`config.mk`:
```
export PLATFORM = sky130hd
export DESIGN_NAME = cubemap_face_sample_address_flat
export DESIGN_NICKNAME = d
export VERILOG_FILES = /design/src/hw/rtl/cfsa_pkg.sv /design/src/hw/rtl/cfsa_req_if.sv /design/src/hw/rtl/cfsa_rsp_if.sv /design/src/hw/rtl/cfsa_front.sv /design/src/hw/rtl/cfsa_queue.sv /design/src/hw/rtl/cfsa_back.sv /design/src/hw/rtl/cubemap_face_sample_address.sv /design/src/flat_wrapper.sv
export VERILOG_INCLUDE_DIRS = /design/src /design/src/hw/rtl
export SDC_FILE = /design/constraint.sdc
export NUM_CORES = 2
export LEC_CHECK = 0
export BUFFER_PORTS_ARGS = -buffer_cell sky130_fd_sc_hd__buf_2
export CAP_MARGIN = 10
export CORE_MARGIN = 5
export CORE_UTILIZATION = 33
export CTS_BUF_LIST = sky130_fd_sc_hd__clkbuf_4 sky130_fd_sc_hd__clkbuf_8
export CTS_CLUSTER_SIZE = 25
export DETAILED_ROUTE_END_ITERATION = 16
export GPL_TIMING_DRIVEN = 0
export SLEW_MARGIN = 20
export SYNTH_ARGS = -nofsm -noshare
export SYNTH_HDL_FRONTEND = slang
export SYNTH_SLANG_ARGS = --single-unit
export TNS_END_PERCENT = 1
```
`constraint.sdc`:
```
create_clock -name clock -period 17.5 [get_ports clock]
set_input_delay 0 -clock clock [delete_from_list [all_inputs] [get_ports clock]]
set_output_delay 0 -clock clock [all_outputs]
set_load 0.005 [all_outputs]
```
`src/hw/rtl/cubemap_face_sample_address_assert.svh`:
```
// Assertion macros shared by the cube face sample address RTL
`ifndef CUBEMAP_FACE_SAMPLE_ADDRESS_ASSERT_SVH
`define CUBEMAP_FACE_SAMPLE_ADDRESS_ASSERT_SVH

// property that must hold at every clock edge outside reset
`define CFSA_ASSERT(label, clk, rst, prop, msg) \
   label: assert property (@(posedge clk) disable iff (rst) (prop)) \
      else $error(msg);

// cause in one cycle, effect in the next
`define CFSA_ASSERT_NEXT(label, clk, rst, cause, effect, msg) \
   label: assert property (@(posedge clk) disable iff (rst) (cause) |=> (effect)) \
      else $error(msg);

`endif

```
`src/hw/rtl/cfsa_pkg.sv`:
```
// Shared constants, codes and types of the cube face sample address block
`timescale 1ns / 1ps

package cfsa_pkg;

   // field widths
   localparam int COORD_FRAC_BITS   = 16;
   localparam int ADDRESS_BITS      = 24;
   localparam int WEIGHT_BITS       = 16;
   localparam int FACE_BITS         = 3;
   localparam int FRAME_WIDTH_BITS  = 14;
   localparam int FRAME_HEIGHT_BITS = 13;
   localparam int STRIP_BITS        = 13;
   localparam int BLEND_BITS        = 8;
   localparam int CSR_DATA_BITS     = 14;
   localparam int CSR_INDEX_BITS    = 3;

   // datapath widths
   localparam int ROW_BITS    = FRAME_HEIGHT_BITS;
   localparam int OFFSET_BITS = STRIP_BITS;
   localparam int SPAN_BITS   = STRIP_BITS + 1;
   localparam int LPOS_BITS   = SPAN_BITS + COORD_FRAC_BITS + 1;
   localparam int CMP_BITS    = LPOS_BITS + 3;
   localparam int COL_BITS    = STRIP_BITS + 2;
   localparam int NUM_BITS    = WEIGHT_BITS + BLEND_BITS;
   localparam int RW_BITS     = ROW_BITS + FRAME_WIDTH_BITS;

   // weight divider: restoring, DIV_STEP quotient bits per stage
   localparam int DIV_STAGES = 4;
   localparam int DIV_STEP   = WEIGHT_BITS / DIV_STAGES;

   // queue between front and back
   localparam int QUEUE_DEPTH = 4;
   localparam int QPTR_BITS   = $clog2(QUEUE_DEPTH);
   localparam int QCOUNT_BITS = QPTR_BITS + 1;

   // register reset values
   localparam int RESET_FRAME_WIDTH  = 4096;
   localparam int RESET_FRAME_HEIGHT = 1344;
   localparam int RESET_SIDE_WIDTH   = 1376;
   localparam int RESET_CENTER_WIDTH = 1344;
   localparam int RESET_BLEND_WIDTH  = 32;

   typedef enum logic [FACE_BITS-1:0] {
      FACE_LEFT  = 3'd0,
      FACE_RIGHT = 3'd1,
      FACE_FRONT = 3'd2,
      FACE_BACK  = 3'd3,
      FACE_TOP   = 3'd4,
      FACE_DOWN  = 3'd5
   } face_type;

   typedef enum logic [1:0] {
      KIND_NONE,
      KIND_CENTER,
      KIND_SIDE_LOW,
      KIND_SIDE_HIGH
   } kind_type;

   typedef enum logic [CSR_INDEX_BITS-1:0] {
      CSR_FRAME_WIDTH  = 3'd0,
      CSR_FRAME_HEIGHT = 3'd1,
      CSR_SIDE_WIDTH   = 3'd2,
      CSR_CENTER_WIDTH = 3'd3,
      CSR_BLEND_WIDTH  = 3'd4
   } csr_index_type;

   typedef struct packed {
      logic [FRAME_WIDTH_BITS-1:0]  frame_width;
      logic [FRAME_HEIGHT_BITS-1:0] frame_height;
      logic [STRIP_BITS-1:0]        side_width;
      logic [STRIP_BITS-1:0]        center_width;
      logic [BLEND_BITS-1:0]        blend_width;
   } cfg_type;

   localparam cfg_type CFG_RESET = '{
      frame_width:  FRAME_WIDTH_BITS'(RESET_FRAME_WIDTH),
      frame_height: FRAME_HEIGHT_BITS'(RESET_FRAME_HEIGHT),
      side_width:   STRIP_BITS'(RESET_SIDE_WIDTH),
      center_width: STRIP_BITS'(RESET_CENTER_WIDTH),
      blend_width:  BLEND_BITS'(RESET_BLEND_WIDTH)
   };

   // classified item, front to back
   typedef struct packed {
      logic                        sel;
      kind_type                    kind;
      logic [ROW_BITS-1:0]         row;
      logic [OFFSET_BITS-1:0]      ctr_off;
      logic signed [LPOS_BITS-1:0] lpos;
   } entry_type;

   // item after column selection
   typedef struct packed {
      logic                valid;
      logic                sel;
      logic                blend;
      logic [ROW_BITS-1:0] row;
      logic [COL_BITS-1:0] col1;
      logic [COL_BITS-1:0] col2;
      logic [NUM_BITS-1:0] n;
   } calc_type;

   // one stage of the address and weight pipeline
   typedef struct packed {
      logic                    valid;
      logic                    sel;
      logic                    blend;
      logic [ROW_BITS-1:0]     row;
      logic [COL_BITS-1:0]     col1;
      logic [COL_BITS-1:0]     col2;
      logic [RW_BITS-1:0]      rw;
      logic [ADDRESS_BITS-1:0] a1;
      logic [ADDRESS_BITS-1:0] a2;
      logic [BLEND_BITS-1:0]   rem;
      logic [WEIGHT_BITS-1:0]  nlo;
      logic [WEIGHT_BITS-1:0]  q;
   } div_stage_type;

endpackage

```
`src/hw/rtl/cfsa_req_if.sv`:
```
// Request channel interface: cube face and face coordinate
`timescale 1ns / 1ps

interface cfsa_req_if import cfsa_pkg::*; ();
   logic                       valid;
   logic                       ready;
   logic [FACE_BITS-1:0]       face_id;
   logic [COORD_FRAC_BITS-1:0] u_coord;
   logic [COORD_FRAC_BITS-1:0] v_coord;

   modport source (output valid, face_id, u_coord, v_coord, input ready);
   modport sink (input valid, face_id, u_coord, v_coord, output ready);
endinterface

```
`src/hw/rtl/cfsa_rsp_if.sv`:
```
// Response channel interface: frame select, sample addresses and blend weight
`timescale 1ns / 1ps

interface cfsa_rsp_if import cfsa_pkg::*; ();
   logic                    valid;
   logic                    ready;
   logic                    frame_select;
   logic [ADDRESS_BITS-1:0] first_address;
   logic [ADDRESS_BITS-1:0] second_address;
   logic [WEIGHT_BITS-1:0]  blend_weight;
   logic                    blend_needed;

   modport source (output valid, frame_select, first_address, second_address,
                   blend_weight, blend_needed, input ready);
   modport sink (input valid, frame_select, first_address, second_address,
                 blend_weight, blend_needed, output ready);
endinterface

```
`src/hw/rtl/cfsa_front.sv`:
```
// Front end: face decode, rotation and the three coordinate products
`timescale 1ns / 1ps

module cfsa_front import cfsa_pkg::*; (
   input  cfg_type          cfg,
   cfsa_req_if.sink         req_chan,
   output logic             push_valid,
   output entry_type        push_entry,
   input  logic             push_ready
);

   logic                                      rotate;
   kind_type                                  kind;
   logic [COORD_FRAC_BITS-1:0]                u_rot;
   logic [COORD_FRAC_BITS-1:0]                v_rot;
   logic [COORD_FRAC_BITS+FRAME_HEIGHT_BITS-1:0] row_prod;
   logic [COORD_FRAC_BITS+STRIP_BITS-1:0]     ctr_prod;
   logic signed [SPAN_BITS-1:0]               span;
   logic signed [LPOS_BITS-1:0]               lpos;

   always_comb begin
      rotate = 1'b0;
      kind   = KIND_NONE;
      unique case (face_type'(req_chan.face_id))
         FACE_LEFT: begin
            kind = KIND_SIDE_LOW;
         end
         FACE_RIGHT: begin
            kind = KIND_SIDE_HIGH;
         end
         FACE_FRONT: begin
            kind = KIND_CENTER;
         end
         FACE_BACK: begin
            kind   = KIND_CENTER;
            rotate = 1'b1;
         end
         FACE_TOP: begin
            kind   = KIND_SIDE_HIGH;
            rotate = 1'b1;
         end
         FACE_DOWN: begin
            kind   = KIND_SIDE_LOW;
            rotate = 1'b1;
         end
         default: begin
            kind   = KIND_NONE;
            rotate = 1'b0;
         end
      endcase
   end

   // quarter turn: u' = v, v' = (1 - lsb) - u
   assign u_rot = rotate ? req_chan.v_coord : req_chan.u_coord;
   assign v_rot = rotate ? ~req_chan.u_coord : req_chan.v_coord;

   assign row_prod = v_rot * cfg.frame_height;
   assign ctr_prod = u_rot * cfg.center_width;

   // side strip span S - 2B can go negative
   assign span = $signed({1'b0, cfg.side_width})
               - $signed({{(SPAN_BITS-BLEND_BITS-1){1'b0}}, cfg.blend_width, 1'b0});
   assign lpos = span * $signed({1'b0, u_rot});

   assign push_valid         = req_chan.valid;
   assign req_chan.ready     = push_ready;
   assign push_entry.sel     = rotate;
   assign push_entry.kind    = kind;
   assign push_entry.row     = row_prod[COORD_FRAC_BITS+ROW_BITS-1:COORD_FRAC_BITS];
   assign push_entry.ctr_off = ctr_prod[COORD_FRAC_BITS+OFFSET_BITS-1:COORD_FRAC_BITS];
   assign push_entry.lpos    = lpos;

endmodule

```
`src/hw/rtl/cfsa_queue.sv`:
```
// Small register queue between front and back
`timescale 1ns / 1ps
`include "cubemap_face_sample_address_assert.svh"

module cfsa_queue import cfsa_pkg::*; (
   input  logic      clock,
   input  logic      reset,
   input  logic      push_valid,
   input  entry_type push_entry,
   output logic      push_ready,
   output logic      pop_valid,
   output entry_type pop_entry,
   input  logic      pop_ready
);

   entry_type              slot_ff [QUEUE_DEPTH];
   logic [QPTR_BITS-1:0]   wr_ptr_ff;
   logic [QPTR_BITS-1:0]   wr_ptr_in;
   logic [QPTR_BITS-1:0]   rd_ptr_ff;
   logic [QPTR_BITS-1:0]   rd_ptr_in;
   logic [QCOUNT_BITS-1:0] count_ff;
   logic [QCOUNT_BITS-1:0] count_in;
   logic                   push;
   logic                   pop;

   assign push_ready = (count_ff != QCOUNT_BITS'(QUEUE_DEPTH));
   assign pop_valid  = (count_ff != '0);
   assign pop_entry  = slot_ff[rd_ptr_ff];
   assign push       = push_valid && push_ready;
   assign pop        = pop_valid && pop_ready;

   always_comb begin
      wr_ptr_in = push ? wr_ptr_ff + 1'b1 : wr_ptr_ff;
      rd_ptr_in = pop ? rd_ptr_ff + 1'b1 : rd_ptr_ff;
      count_in  = count_ff;
      if (push && !pop) begin
         count_in = count_ff + 1'b1;
      end else if (pop && !push) begin
         count_in = count_ff - 1'b1;
      end
   end

   always_ff @(posedge clock) begin
      if (reset) begin
         wr_ptr_ff <= '0;
         rd_ptr_ff <= '0;
         count_ff  <= '0;
      end else begin
         wr_ptr_ff <= wr_ptr_in;
         rd_ptr_ff <= rd_ptr_in;
         count_ff  <= count_in;
      end
   end

   always_ff @(posedge clock) begin
      if (push) begin
         slot_ff[wr_ptr_ff] <= push_entry;
      end
   end

   `CFSA_ASSERT_NEXT(a_count_up, clock, reset, push && !pop, count_ff == $past(count_ff) + 1'b1, "queue count did not grow on push")
   `CFSA_ASSERT_NEXT(a_count_down, clock, reset, pop && !push, count_ff == $past(count_ff) - 1'b1, "queue count did not shrink on pop")
   `CFSA_ASSERT(a_ptr_gap, clock, reset, QPTR_BITS'(wr_ptr_ff - rd_ptr_ff) == count_ff[QPTR_BITS-1:0], "queue pointers disagree with count")

endmodule

```
`src/hw/rtl/cfsa_back.sv`:
```
// Back end: column selection, address multiply-add and pipelined weight divider
`timescale 1ns / 1ps
`include "cubemap_face_sample_address_assert.svh"

module cfsa_back import cfsa_pkg::*; (
   input  logic      clock,
   input  logic      reset,
   input  cfg_type   cfg,
   input  logic      pop_valid,
   input  entry_type pop_entry,
   output logic      pop_ready,
   cfsa_rsp_if.source rsp_chan
);

   // strip column from a position scaled by 2^F, clamped to [0, S-1]
   function automatic logic [STRIP_BITS-1:0] strip_col(
      input logic signed [CMP_BITS-1:0] pos,
      input logic [STRIP_BITS-1:0]      width
   );
      logic [STRIP_BITS-1:0]               lim;
      logic [CMP_BITS-COORD_FRAC_BITS-1:0] whole;
      lim   = (width == '0) ? '0 : width - 1'b1;
      whole = pos[CMP_BITS-1:COORD_FRAC_BITS];
      if (pos[CMP_BITS-1]) begin
         strip_col = '0;
      end else if (whole > (CMP_BITS-COORD_FRAC_BITS)'(lim)) begin
         strip_col = lim;
      end else begin
         strip_col = whole[STRIP_BITS-1:0];
      end
   endfunction

   logic                       adv;
   calc_type                   calc_ff;
   calc_type                   calc_in;
   div_stage_type              st_ff  [DIV_STAGES];
   div_stage_type              st_in  [DIV_STAGES];
   div_stage_type              st_src [DIV_STAGES];
   div_stage_type              cur;
   div_stage_type              out_stage;
   logic [BLEND_BITS:0]        trial;

   logic signed [CMP_BITS-1:0]  lp;
   logic signed [CMP_BITS-1:0]  lp2;
   logic signed [CMP_BITS-1:0]  rp;
   logic signed [CMP_BITS-1:0]  thr_lo;
   logic signed [CMP_BITS-1:0]  thr_hi;
   logic signed [CMP_BITS-1:0]  num;
   logic signed [SPAN_BITS-1:0] span4;
   logic [COL_BITS-1:0]         x0;
   logic [COL_BITS-1:0]         col_l;
   logic [COL_BITS-1:0]         col_r;
   logic [COL_BITS-1:0]         col_c;

   assign out_stage = st_ff[DIV_STAGES-1];
   // whole back end moves together unless a result sits untaken
   assign adv       = !out_stage.valid || rsp_chan.ready;
   assign pop_ready = adv;

   // seam geometry
   always_comb begin
      lp     = {{(CMP_BITS-LPOS_BITS){pop_entry.lpos[LPOS_BITS-1]}}, pop_entry.lpos};
      lp2    = lp <<< 1;
      span4  = $signed({1'b0, cfg.side_width})
             - $signed({{(SPAN_BITS-BLEND_BITS-2){1'b0}}, cfg.blend_width, 2'b00});
      thr_lo = {{(CMP_BITS-SPAN_BITS-COORD_FRAC_BITS){span4[SPAN_BITS-1]}}, span4,
                {COORD_FRAC_BITS{1'b0}}};
      thr_hi = {{(CMP_BITS-STRIP_BITS-COORD_FRAC_BITS){1'b0}}, cfg.side_width,
                {COORD_FRAC_BITS{1'b0}}};
      rp     = lp + $signed({{(CMP_BITS-BLEND_BITS-COORD_FRAC_BITS-1){1'b0}},
                             cfg.blend_width, {(COORD_FRAC_BITS+1){1'b0}}});
      num    = lp2 - thr_lo;
      x0     = (pop_entry.kind == KIND_SIDE_HIGH)
             ? COL_BITS'(cfg.side_width) + COL_BITS'(cfg.center_width) : '0;
      col_l  = x0 + COL_BITS'(strip_col(lp, cfg.side_width));
      col_r  = x0 + COL_BITS'(strip_col(rp, cfg.side_width));
      col_c  = COL_BITS'(cfg.side_width) + COL_BITS'(pop_entry.ctr_off);
   end

   always_comb begin
      calc_in.valid = pop_valid;
      calc_in.sel   = pop_entry.sel;
      calc_in.blend = 1'b0;
      calc_in.row   = pop_entry.row;
      calc_in.col1  = '0;
      calc_in.col2  = '0;
      calc_in.n     = num[NUM_BITS+1:2];
      unique case (pop_entry.kind)
         KIND_NONE: begin
            calc_in.row = '0;
         end
         KIND_CENTER: begin
            calc_in.col1 = col_c;
            calc_in.col2 = col_c;
         end
         KIND_SIDE_LOW, KIND_SIDE_HIGH: begin
            priority if (lp2 <= thr_lo) begin
               calc_in.col1 = col_l;
               calc_in.col2 = col_l;
            end else if (lp2 >= thr_hi) begin
               calc_in.col1 = col_r;
               calc_in.col2 = col_r;
            end else begin
               calc_in.col1  = col_l;
               calc_in.col2  = col_r;
               calc_in.blend = 1'b1;
            end
         end
      endcase
   end

   // weight = floor(n / B); stage 0 also forms row*W, stage 1 the two sums
   always_comb begin
      st_src[0].valid = calc_ff.valid;
      st_src[0].sel   = calc_ff.sel;
      st_src[0].blend = calc_ff.blend;
      st_src[0].row   = calc_ff.row;
      st_src[0].col1  = calc_ff.col1;
      st_src[0].col2  = calc_ff.col2;
      st_src[0].rw    = '0;
      st_src[0].a1    = '0;
      st_src[0].a2    = '0;
      st_src[0].rem   = calc_ff.n[NUM_BITS-1:WEIGHT_BITS];
      st_src[0].nlo   = calc_ff.n[WEIGHT_BITS-1:0];
      st_src[0].q     = '0;
      for (int i = 1; i < DIV_STAGES; i++) begin
         st_src[i] = st_ff[i-1];
      end
      cur   = st_src[0];
      trial = '0;
      for (int i = 0; i < DIV_STAGES; i++) begin
         cur = st_src[i];
         for (int k = 0; k < DIV_STEP; k++) begin
            trial   = {cur.rem, cur.nlo[WEIGHT_BITS-1]};
            cur.nlo = {cur.nlo[WEIGHT_BITS-2:0], 1'b0};
            if (trial >= {1'b0, cfg.blend_width}) begin
               cur.rem = BLEND_BITS'(trial - {1'b0, cfg.blend_width});
               cur.q   = {cur.q[WEIGHT_BITS-2:0], 1'b1};
            end else begin
               cur.rem = trial[BLEND_BITS-1:0];
               cur.q   = {cur.q[WEIGHT_BITS-2:0], 1'b0};
            end
         end
         if (i == 0) begin
            cur.rw = cur.row * cfg.frame_width;
         end
         if (i == 1) begin
            cur.a1 = cur.rw[ADDRESS_BITS-1:0] + ADDRESS_BITS'(cur.col1);
            cur.a2 = cur.rw[ADDRESS_BITS-1:0] + ADDRESS_BITS'(cur.col2);
         end
         st_in[i] = cur;
      end
   end

   always_ff @(posedge clock) begin
      if (reset) begin
         calc_ff.valid <= 1'b0;
         for (int i = 0; i < DIV_STAGES; i++) begin
            st_ff[i].valid <= 1'b0;
         end
      end else if (adv) begin
         calc_ff <= calc_in;
         for (int i = 0; i < DIV_STAGES; i++) begin
            st_ff[i] <= st_in[i];
         end
      end
   end

   assign rsp_chan.valid          = out_stage.valid;
   assign rsp_chan.frame_select   = out_stage.sel;
   assign rsp_chan.first_address  = out_stage.a1;
   assign rsp_chan.second_address = out_stage.a2;
   assign rsp_chan.blend_weight   = out_stage.blend ? out_stage.q : '0;
   assign rsp_chan.blend_needed   = out_stage.blend;

   `CFSA_ASSERT(a_single_sample, clock, reset, (rsp_chan.valid && !rsp_chan.blend_needed) |-> (rsp_chan.second_address == rsp_chan.first_address), "single sample with two addresses")
   `CFSA_ASSERT(a_blend_zone, clock, reset, (rsp_chan.valid && rsp_chan.blend_needed) |-> (cfg.blend_width != '0), "blend beat with zero blend width")
   `CFSA_ASSERT_NEXT(a_stall_freeze, clock, reset, rsp_chan.valid && !rsp_chan.ready, $stable(calc_ff) && $stable(st_ff[0]), "back end moved during stall")

endmodule

```
`src/hw/rtl/cubemap_face_sample_address.sv`:
```
// Top level: configuration registers, front end, queue and back end
`timescale 1ns / 1ps

// Cube face sample address generator.
// req_chan carries one beat per sample: face_id (0 left, 1 right, 2 front,
// 3 back, 4 top, 5 down) and a face coordinate u_coord, v_coord in 1/65536.
// rsp_chan returns one beat per request, in order: frame_select, the first
// and second pixel addresses (row*frame_width+column, 24-bit wrap), the blend
// weight of the second sample and blend_needed.
// The csr_ port writes the five geometry registers (index 0 frame_width,
// 1 frame_height, 2 side_width, 3 center_width, 4 blend_width); write them
// only while no beat is in flight.
// Throughput is one beat per cycle while rsp_chan takes every response.
// From request acceptance a beat passes through the four-entry queue, the
// column selection register and then the four-stage weight divider, which
// also holds the row*frame_width multiply and the address adds.
// Reset empties the queue and pipeline and loads the default geometry.
// When rsp_chan stalls the back end freezes and the queue keeps taking
// requests until its four entries are full.
module cubemap_face_sample_address import cfsa_pkg::*; (
   input  logic                      clock,
   input  logic                      reset,
   cfsa_req_if.sink                  req_chan,
   cfsa_rsp_if.source                rsp_chan,
   input  logic                      csr_write_enable,
   input  logic [CSR_INDEX_BITS-1:0] csr_index,
   input  logic [CSR_DATA_BITS-1:0]  csr_write_data
);

   cfg_type   cfg_ff;
   cfg_type   cfg_in;
   logic      push_valid;
   logic      push_ready;
   entry_type push_entry;
   logic      pop_valid;
   logic      pop_ready;
   entry_type pop_entry;

   always_comb begin
      cfg_in = cfg_ff;
      if (csr_write_enable) begin
         unique case (csr_index_type'(csr_index))
            CSR_FRAME_WIDTH:  cfg_in.frame_width  = csr_write_data[FRAME_WIDTH_BITS-1:0];
            CSR_FRAME_HEIGHT: cfg_in.frame_height = csr_write_data[FRAME_HEIGHT_BITS-1:0];
            CSR_SIDE_WIDTH:   cfg_in.side_width   = csr_write_data[STRIP_BITS-1:0];
            CSR_CENTER_WIDTH: cfg_in.center_width = csr_write_data[STRIP_BITS-1:0];
            CSR_BLEND_WIDTH:  cfg_in.blend_width  = csr_write_data[BLEND_BITS-1:0];
            default:          cfg_in = cfg_ff;
         endcase
      end
   end

   always_ff @(posedge clock) begin
      if (reset) begin
         cfg_ff <= CFG_RESET;
      end else begin
         cfg_ff <= cfg_in;
      end
   end

   cfsa_front u_front (
      .cfg        (cfg_ff),
      .req_chan   (req_chan),
      .push_valid (push_valid),
      .push_entry (push_entry),
      .push_ready (push_ready)
   );

   cfsa_queue u_queue (
      .clock      (clock),
      .reset      (reset),
      .push_valid (push_valid),
      .push_entry (push_entry),
      .push_ready (push_ready),
      .pop_valid  (pop_valid),
      .pop_entry  (pop_entry),
      .pop_ready  (pop_ready)
   );

   cfsa_back u_back (
      .clock     (clock),
      .reset     (reset),
      .cfg       (cfg_ff),
      .pop_valid (pop_valid),
      .pop_entry (pop_entry),
      .pop_ready (pop_ready),
      .rsp_chan  (rsp_chan)
   );

endmodule
```
`src/flat_wrapper.sv`:
```
// flat-port wrapper written by rule: the top's interface ports become plain ports
module cubemap_face_sample_address_flat import cfsa_pkg::*;
  (clock, reset, csr_write_enable, csr_index, csr_write_data, req_chan_valid, req_chan_face_id, req_chan_u_coord, req_chan_v_coord, req_chan_ready, rsp_chan_valid, rsp_chan_frame_select, rsp_chan_first_address, rsp_chan_second_address, rsp_chan_blend_weight, rsp_chan_blend_needed, rsp_chan_ready);
  cfsa_req_if req_chan_i ();
  cfsa_rsp_if rsp_chan_i ();
  input  logic clock;
  input  logic reset;
  input  logic csr_write_enable;
  input  logic [CSR_INDEX_BITS-1:0] csr_index;
  input  logic [CSR_DATA_BITS-1:0] csr_write_data;
  input wire logic [$bits(req_chan_i.valid)-1:0] req_chan_valid;
  input wire logic [$bits(req_chan_i.face_id)-1:0] req_chan_face_id;
  input wire logic [$bits(req_chan_i.u_coord)-1:0] req_chan_u_coord;
  input wire logic [$bits(req_chan_i.v_coord)-1:0] req_chan_v_coord;
  output wire logic [$bits(req_chan_i.ready)-1:0] req_chan_ready;
  output wire logic [$bits(rsp_chan_i.valid)-1:0] rsp_chan_valid;
  output wire logic [$bits(rsp_chan_i.frame_select)-1:0] rsp_chan_frame_select;
  output wire logic [$bits(rsp_chan_i.first_address)-1:0] rsp_chan_first_address;
  output wire logic [$bits(rsp_chan_i.second_address)-1:0] rsp_chan_second_address;
  output wire logic [$bits(rsp_chan_i.blend_weight)-1:0] rsp_chan_blend_weight;
  output wire logic [$bits(rsp_chan_i.blend_needed)-1:0] rsp_chan_blend_needed;
  input wire logic [$bits(rsp_chan_i.ready)-1:0] rsp_chan_ready;
  assign req_chan_i.valid = req_chan_valid;
  assign req_chan_i.face_id = req_chan_face_id;
  assign req_chan_i.u_coord = req_chan_u_coord;
  assign req_chan_i.v_coord = req_chan_v_coord;
  assign req_chan_ready = req_chan_i.ready;
  assign rsp_chan_valid = rsp_chan_i.valid;
  assign rsp_chan_frame_select = rsp_chan_i.frame_select;
  assign rsp_chan_first_address = rsp_chan_i.first_address;
  assign rsp_chan_second_address = rsp_chan_i.second_address;
  assign rsp_chan_blend_weight = rsp_chan_i.blend_weight;
  assign rsp_chan_blend_needed = rsp_chan_i.blend_needed;
  assign rsp_chan_i.ready = rsp_chan_ready;
  cubemap_face_sample_address u_core (.clock(clock), .reset(reset), .req_chan(req_chan_i), .rsp_chan(rsp_chan_i), .csr_write_enable(csr_write_enable), .csr_index(csr_index), .csr_write_data(csr_write_data));
endmodule
```
* After elaboration in Yosys (flattened, before gate mapping) *
Memories as Yosys holds them, arrays and structs flattened. A register that Yosys moved wholly into a read port is not among the register bits.
Index checks and enable logic that the tools add are counted.

word-level totals
  flip-flop bits (word level) = 138
  bits in latches = 0
  memory bits (writable) = 868
  bits in read-only memories = 0
  input bits = 57
  output and inout port bits = 68
  logic and storage cells = 180
  memories kept = 2

operators by class
  $add $sub $neg = 31
  multipliers = 4
  div/mod/pow operators = 0
  magnitude comparators = 20
  equal/unequal tests = 13
  shift operators = 0
  muxes and demuxes = 62
  bitwise logic cells = 7
  reductions and logical operators = 26

memory list
  name                    words  width  read ports  clocked after memory_dff  write ports  line              text
  u_core.u_back.st_ff     4      157    4           0                         4            cfsa_back.sv:36   div_stage_type st_ff [DIV_STAGES];
  u_core.u_queue.slot_ff  4      60     1           1                         1            cfsa_queue.sv:16  entry_type slot_ff [QUEUE_DEPTH];

operators with widths
  kind              count
  $ge 9x8->1        16
  $mux 8            16
  $sub 8x8->8       16
  $mux 13           5
  $mux 30           2
  $pmux 30 s2       1
  $mul 16x13->29    2
  $add 24x15->24    2
  $mux 16           3
  $gt 18x13->1      2
  $add 31x26->32    1
  $ge 32x30->1      1
  $le 32x30->1      1
  $mul 14x17->31    1
  $add 14x13->15    2
  $mux 1            29
  $add 13x13->14    2
  $mul 13x14->27    1
  $sub 26x26->26    1
  $not 16->16       1
  $mux 14           1
  $sub 13x10->14    1
  $sub 13x9->14     1
  $logic_not 13->1  1
  25 further kinds  54

* Depth between registers and ports, before layout *
  word-level depth = 9
  mapped depth = 45
  mapped depth without buffers = 43

* Cells and area by module *
A second synthesis with hierarchy kept.

second synthesis, totals
  cells, all modules = 5,959
  area total of the unflattened synthesis = 63,093.0 sq um

by module, submodules not included
  module                       instances  cells each  area each (sq um)  sequential area each (sq um)
  cfsa_back                    1          2,930       30,550.6           11,040.6
  cfsa_front                   1          2,442       20,920.1           0.0
  cfsa_queue                   1          362         9,188.8            7,387.1
  cubemap_face_sample_address  1          225         2,433.6            1,221.2

* Worst setup path before layout *
No wires, ideal clock.

  path kind = register to register
  start point = memory u_core.u_back.st_ff[3][156] (netlist bit)
  end point = memory u_core.u_back.st_ff[0][156] (netlist bit) (data pin)
  library setup time = 0.247 ns
  data arrival time = 16.669 ns
  data required time = 17.253 ns
  path slack = 0.584 ns
  cell stages (with the launch flop) = 4
  path buffers = 0
  cell sequence = edfxtp_1 nor2b_1 nor2_1 and2_1

RTL lines
  element             line
  start: declaration  cfsa_back.sv:36

==> key figures <==
Run status
  – Status: complete, no violations

Die
  – Die Ht: approximately 440 um
  – Starting density of the core: 0.331
  – Die area: 0.197 mm2
  – Die W: 444 um
  – I/O Pins: between 100 and 150
  – Core area: around 0.19 mm2
  – Row count: 159

Critical path
  – Critical Path AT: 12730 ps
  – Slowest stage delay, CP: 780 ps
  – CP dominant cell by count: a21oi_1
  – Top delay family on crit path: compound AO/OA/AOI/OAI gates
  – Critical path type: flip-flop to flip-flop
  – Worst Path Max Fanout: 15
  – CP Buf/Inv Count: 8
  – Critical path capture point type: flip-flop
  – CP max-delay cell: dfxtp_2
  – Startpoint Class: flip-flop
  – Worst path required time: between 15000 and 20000 ps

Clock network
  – CTS Buf Count: ~100
  – H-tree depth: 3
  – CTS clk-pin slew, worst paths: 70 ps
  – Num Clock Sinks: 678
  – Later-pin clock latency in the skew report: 820 ps
  – CTS root buf: clkbuf_8
  – Post-CTS Setup Inserts: 0
  – CTS max path bufs: 3
  – Post-cts resize count: 0
  – CTS tree: built

Timing
  – Setup TNS: 0 ps
  – Count of final max-slew check failures: 0
  – Min cycle time layout: 12220 ps
  – Unrepaired setup endpoints after global routing: no
  – Final period util: 0.698
  – Fmax: ~80 MHz
  – Final setup viols: 0
  – Final clock skew: 61.3 ps
  – Endpoints failing hold: 0
  – Worst slew pin tran: 1130 ps
  – Max-slew headroom: 0.226

Synthesis
  – Mean Syn Cell Area: 10.4 um2
  – FF+latch count, synth: 678
  – Post-synthesis simple-gate area fraction: 0.135
  – Post-synthesis xor/xnor area fraction: 0.0381
  – Top cell type's share of synthesized area: 0.293
  – Post-Syn Nets: 7255
  – Adder-cell share of the synthesized area: 0.323
  – Asr flop ratio synth: 0
  – Combinational family with the most area after synthesis: adder cells
  – Synth Instances: 5970
  – Yosys warnings: 0
  – Synth unique cells: 90
  – Post-synth top area cell: edfxtp_1
  – Mapped Area: 0.0621 mm2
  – Synth area leaders: edfxtp_1 29%, fa_1 20%, ha_1 12%
  – Compound-cell area share of the yosys netlist: 0.0795
  – Ys flop type: edfxtp_1
  – Post-synth EDFFs: around 610
  – Post-synthesis sequential area ratio: 0.316
  – Post-synthesis mux area share: 0.0410

Global routing
  – All-Layer GR Usage: 0.159
  – Busiest grt layer: met2
  – Met1 GRT Util: 0.210
  – Vias in the first global route: 45100
  – First-pass GRT wire length: ~250000 um
  – Largest net degree at the start of global routing: 46
  – Initial antenna violation count: 31
  – Grt ovf: 0
  – Met2 usage: 0.264
  – M3 GR Usage: 0.0315

Detailed routing
  – Remaining antenna violation count after routing: 0
  – DRC: 0
  – DR WL/cell: 17.7 um
  – Vias: approximately 43000
  – DR iter-0 viols: roughly 2600
  – Via density: just under 5
  – Drt total wl: 157000 um
  – DRT Pass-1 Iters: 5

Layout
  – Design area: 0.0692 mm2
  – Layout cells sized above 1: 0.0809
  – Fillers: 18500
  – # nets final: ~7600
  – Area grow syn2layout: 11.4%

Placed design
  – Placed Area: 0.0664 mm2
  – Port Buffers: between 100 and 150
  – Gpl congestion: around 0.9
  – HPWL after DPL: 127000 um

Power and ir drop
  – Pwr/cell area: ~220 mW/mm2
  – Leak pwr: 0.0302 uW
  – Worst VDD drop: 0.387 mV

Flow run
  – Max Cap Viol: 0

Worst hold path
  – Tightest Hold Check Type: input port to flip-flop
cells in the final DEF, fill, tap and decap left out, types with 140 or more instances in the layout:
cell type / n
inv_1: 798
a21oi_1: 240
xnor2_1: 193
ha_1: 600
clkbuf_1: 167
nand2_1: 825
and2_1: 272
nor2_1: 318
fa_1: 628
o21ai_0: 140
edfxtp_1: 607
final timing paths:
check / to / startpoint / depth (start not counted) / slack, ps
max: u_core.u_back.st_ff[1][34]$_DFFE_PP_ / u_core.cfg_ff[1]$_SDFFE_PP0P_ / 44 / 5280
max reg2reg: u_core.u_back.st_ff[1][34]$_DFFE_PP_ / u_core.cfg_ff[1]$_SDFFE_PP0P_ / 44 / 5280
min reg2reg: u_core.u_back.st_ff[2][73]$_DFFE_PP_ / u_core.u_back.st_ff[1][73]$_DFFE_PP_ / 0 / 410
min: u_core.cfg_ff[57]$_SDFFE_PP0P_ / csr_write_data[10] / 4 / 100
cells in the mapped netlist, drive strengths merged, types with 9 or more instances:
library cell,number
fa,628
edfxtp,607
mux4,59
o31ai,27
a31oi,13
o21ai,161
o31a,9
buf,84
or3,22
ha,600
nand2,825
nor4,12
nor2b,76
o21bai,25
and4,11
dfxtp,71
xor2,76
nand3,62
nor2,319
inv,801
mux2,38
nand2b,39
a221o,13
o21a,39
xnor2,194
and3,28
nor3,56
a211oi,32
or2,15
o211ai,9
a21boi,23
nand3b,16
and2,277
a21o,85
nand4,35
a21oi,242
clkbuf,167
mux2i,75
worst register-to-register path: cells and delay by family, from the launching register on:
family | cells | cell delay [ps]
adders and majority gates | 4 | 1220
and+or+nand+nor | 6 | 810
AOI/OAI and AO/OA | 25 | 7080
buffers and inverters | 8 | 1920
muxes | 1 | 120
DFF | 1 | 780
sequential cells by signal, indices dropped and copies added (netlist names), named ones only:
signal and count:
u_core.u_back.st_ff 298, u_core.u_queue.slot_ff 240, u_core.cfg_ff 61, u_core.u_queue.wr_ptr_ff 2
u_core.u_queue.count_ff 3, u_core.u_back.calc_ff 70, u_core.u_queue.rd_ptr_ff 2
where the power goes:
group / leakage, uW / switching, uW / internal, uW
Combinational: 0.0227 / 6060 / 4670
Clock: 0.00116 / 639 / 771
Sequential: 0.00638 / 162 / 2910
cell type report:
type,count,area [um2],area share
Antenna cell,19,47.5,0.000687
Buffer,251,1190,0.0171
Clock buffer,132,1670,0.0242
Clock inverter,58,578,0.00835
Inverter,802,3010,0.0435
Multi-Input combinational cell,4239,38300,0.554
Sequential cell,678,19700,0.284
Tap cell,2495,3120,0.0451
Timing Repair Buffer,195,1620,0.0235
logic make-up (layout without fill, tap and decap cells):
family / count (synthesis) / after routing
compound gates: 765 / 765
xor+xnor: 270 / 270
fa+ha+maj: 1228 / 1228
buf+inv: 1053 / 1438
flops: 678 / 678
mux: 172 / 172
other cells: 0 / 19
simple gates: 1804 / 1804
timing repair:
| item | 4_1_cts | 5_1_grt |
|---|---|---|
| hold endpoints to repair | 195 | 0 |
| endpoints found under the setup margin | 0 | 0 |
| hold buffers | 50 | 0 |
per-stage QoR:
step | hold WS, ps | utilization | total power, uW | instances | setup slack [ps]
finish | 99.3 | 0.369 | 15200 | 8869 | 5280
global route | 44.8 | 0.369 | 16600 | 8857 | 4270
CTS | 1.71 | 0.369 | 15300 | 8850 | 5350
detailed placement | 284 | 0.354 | 13800 | 8610 | 5430
global placement | 273 | 0.351 | 13500 | 8588 | -6040
floorplan | 121 | - | 11300 | 5970 | 584
metal layers:
| metal | up-vias | wire [um] |
|---|---|---|
| met1 | 21300 | 69000 |
| li1 | 20600 | - |
| met2 | 1090 | 73500 |
| met4 | 16 | 4870 |
| met3 | 279 | 9880 |
| met5 | - | 100 |
Note: power is estimated with default switching activity, not from simulation.
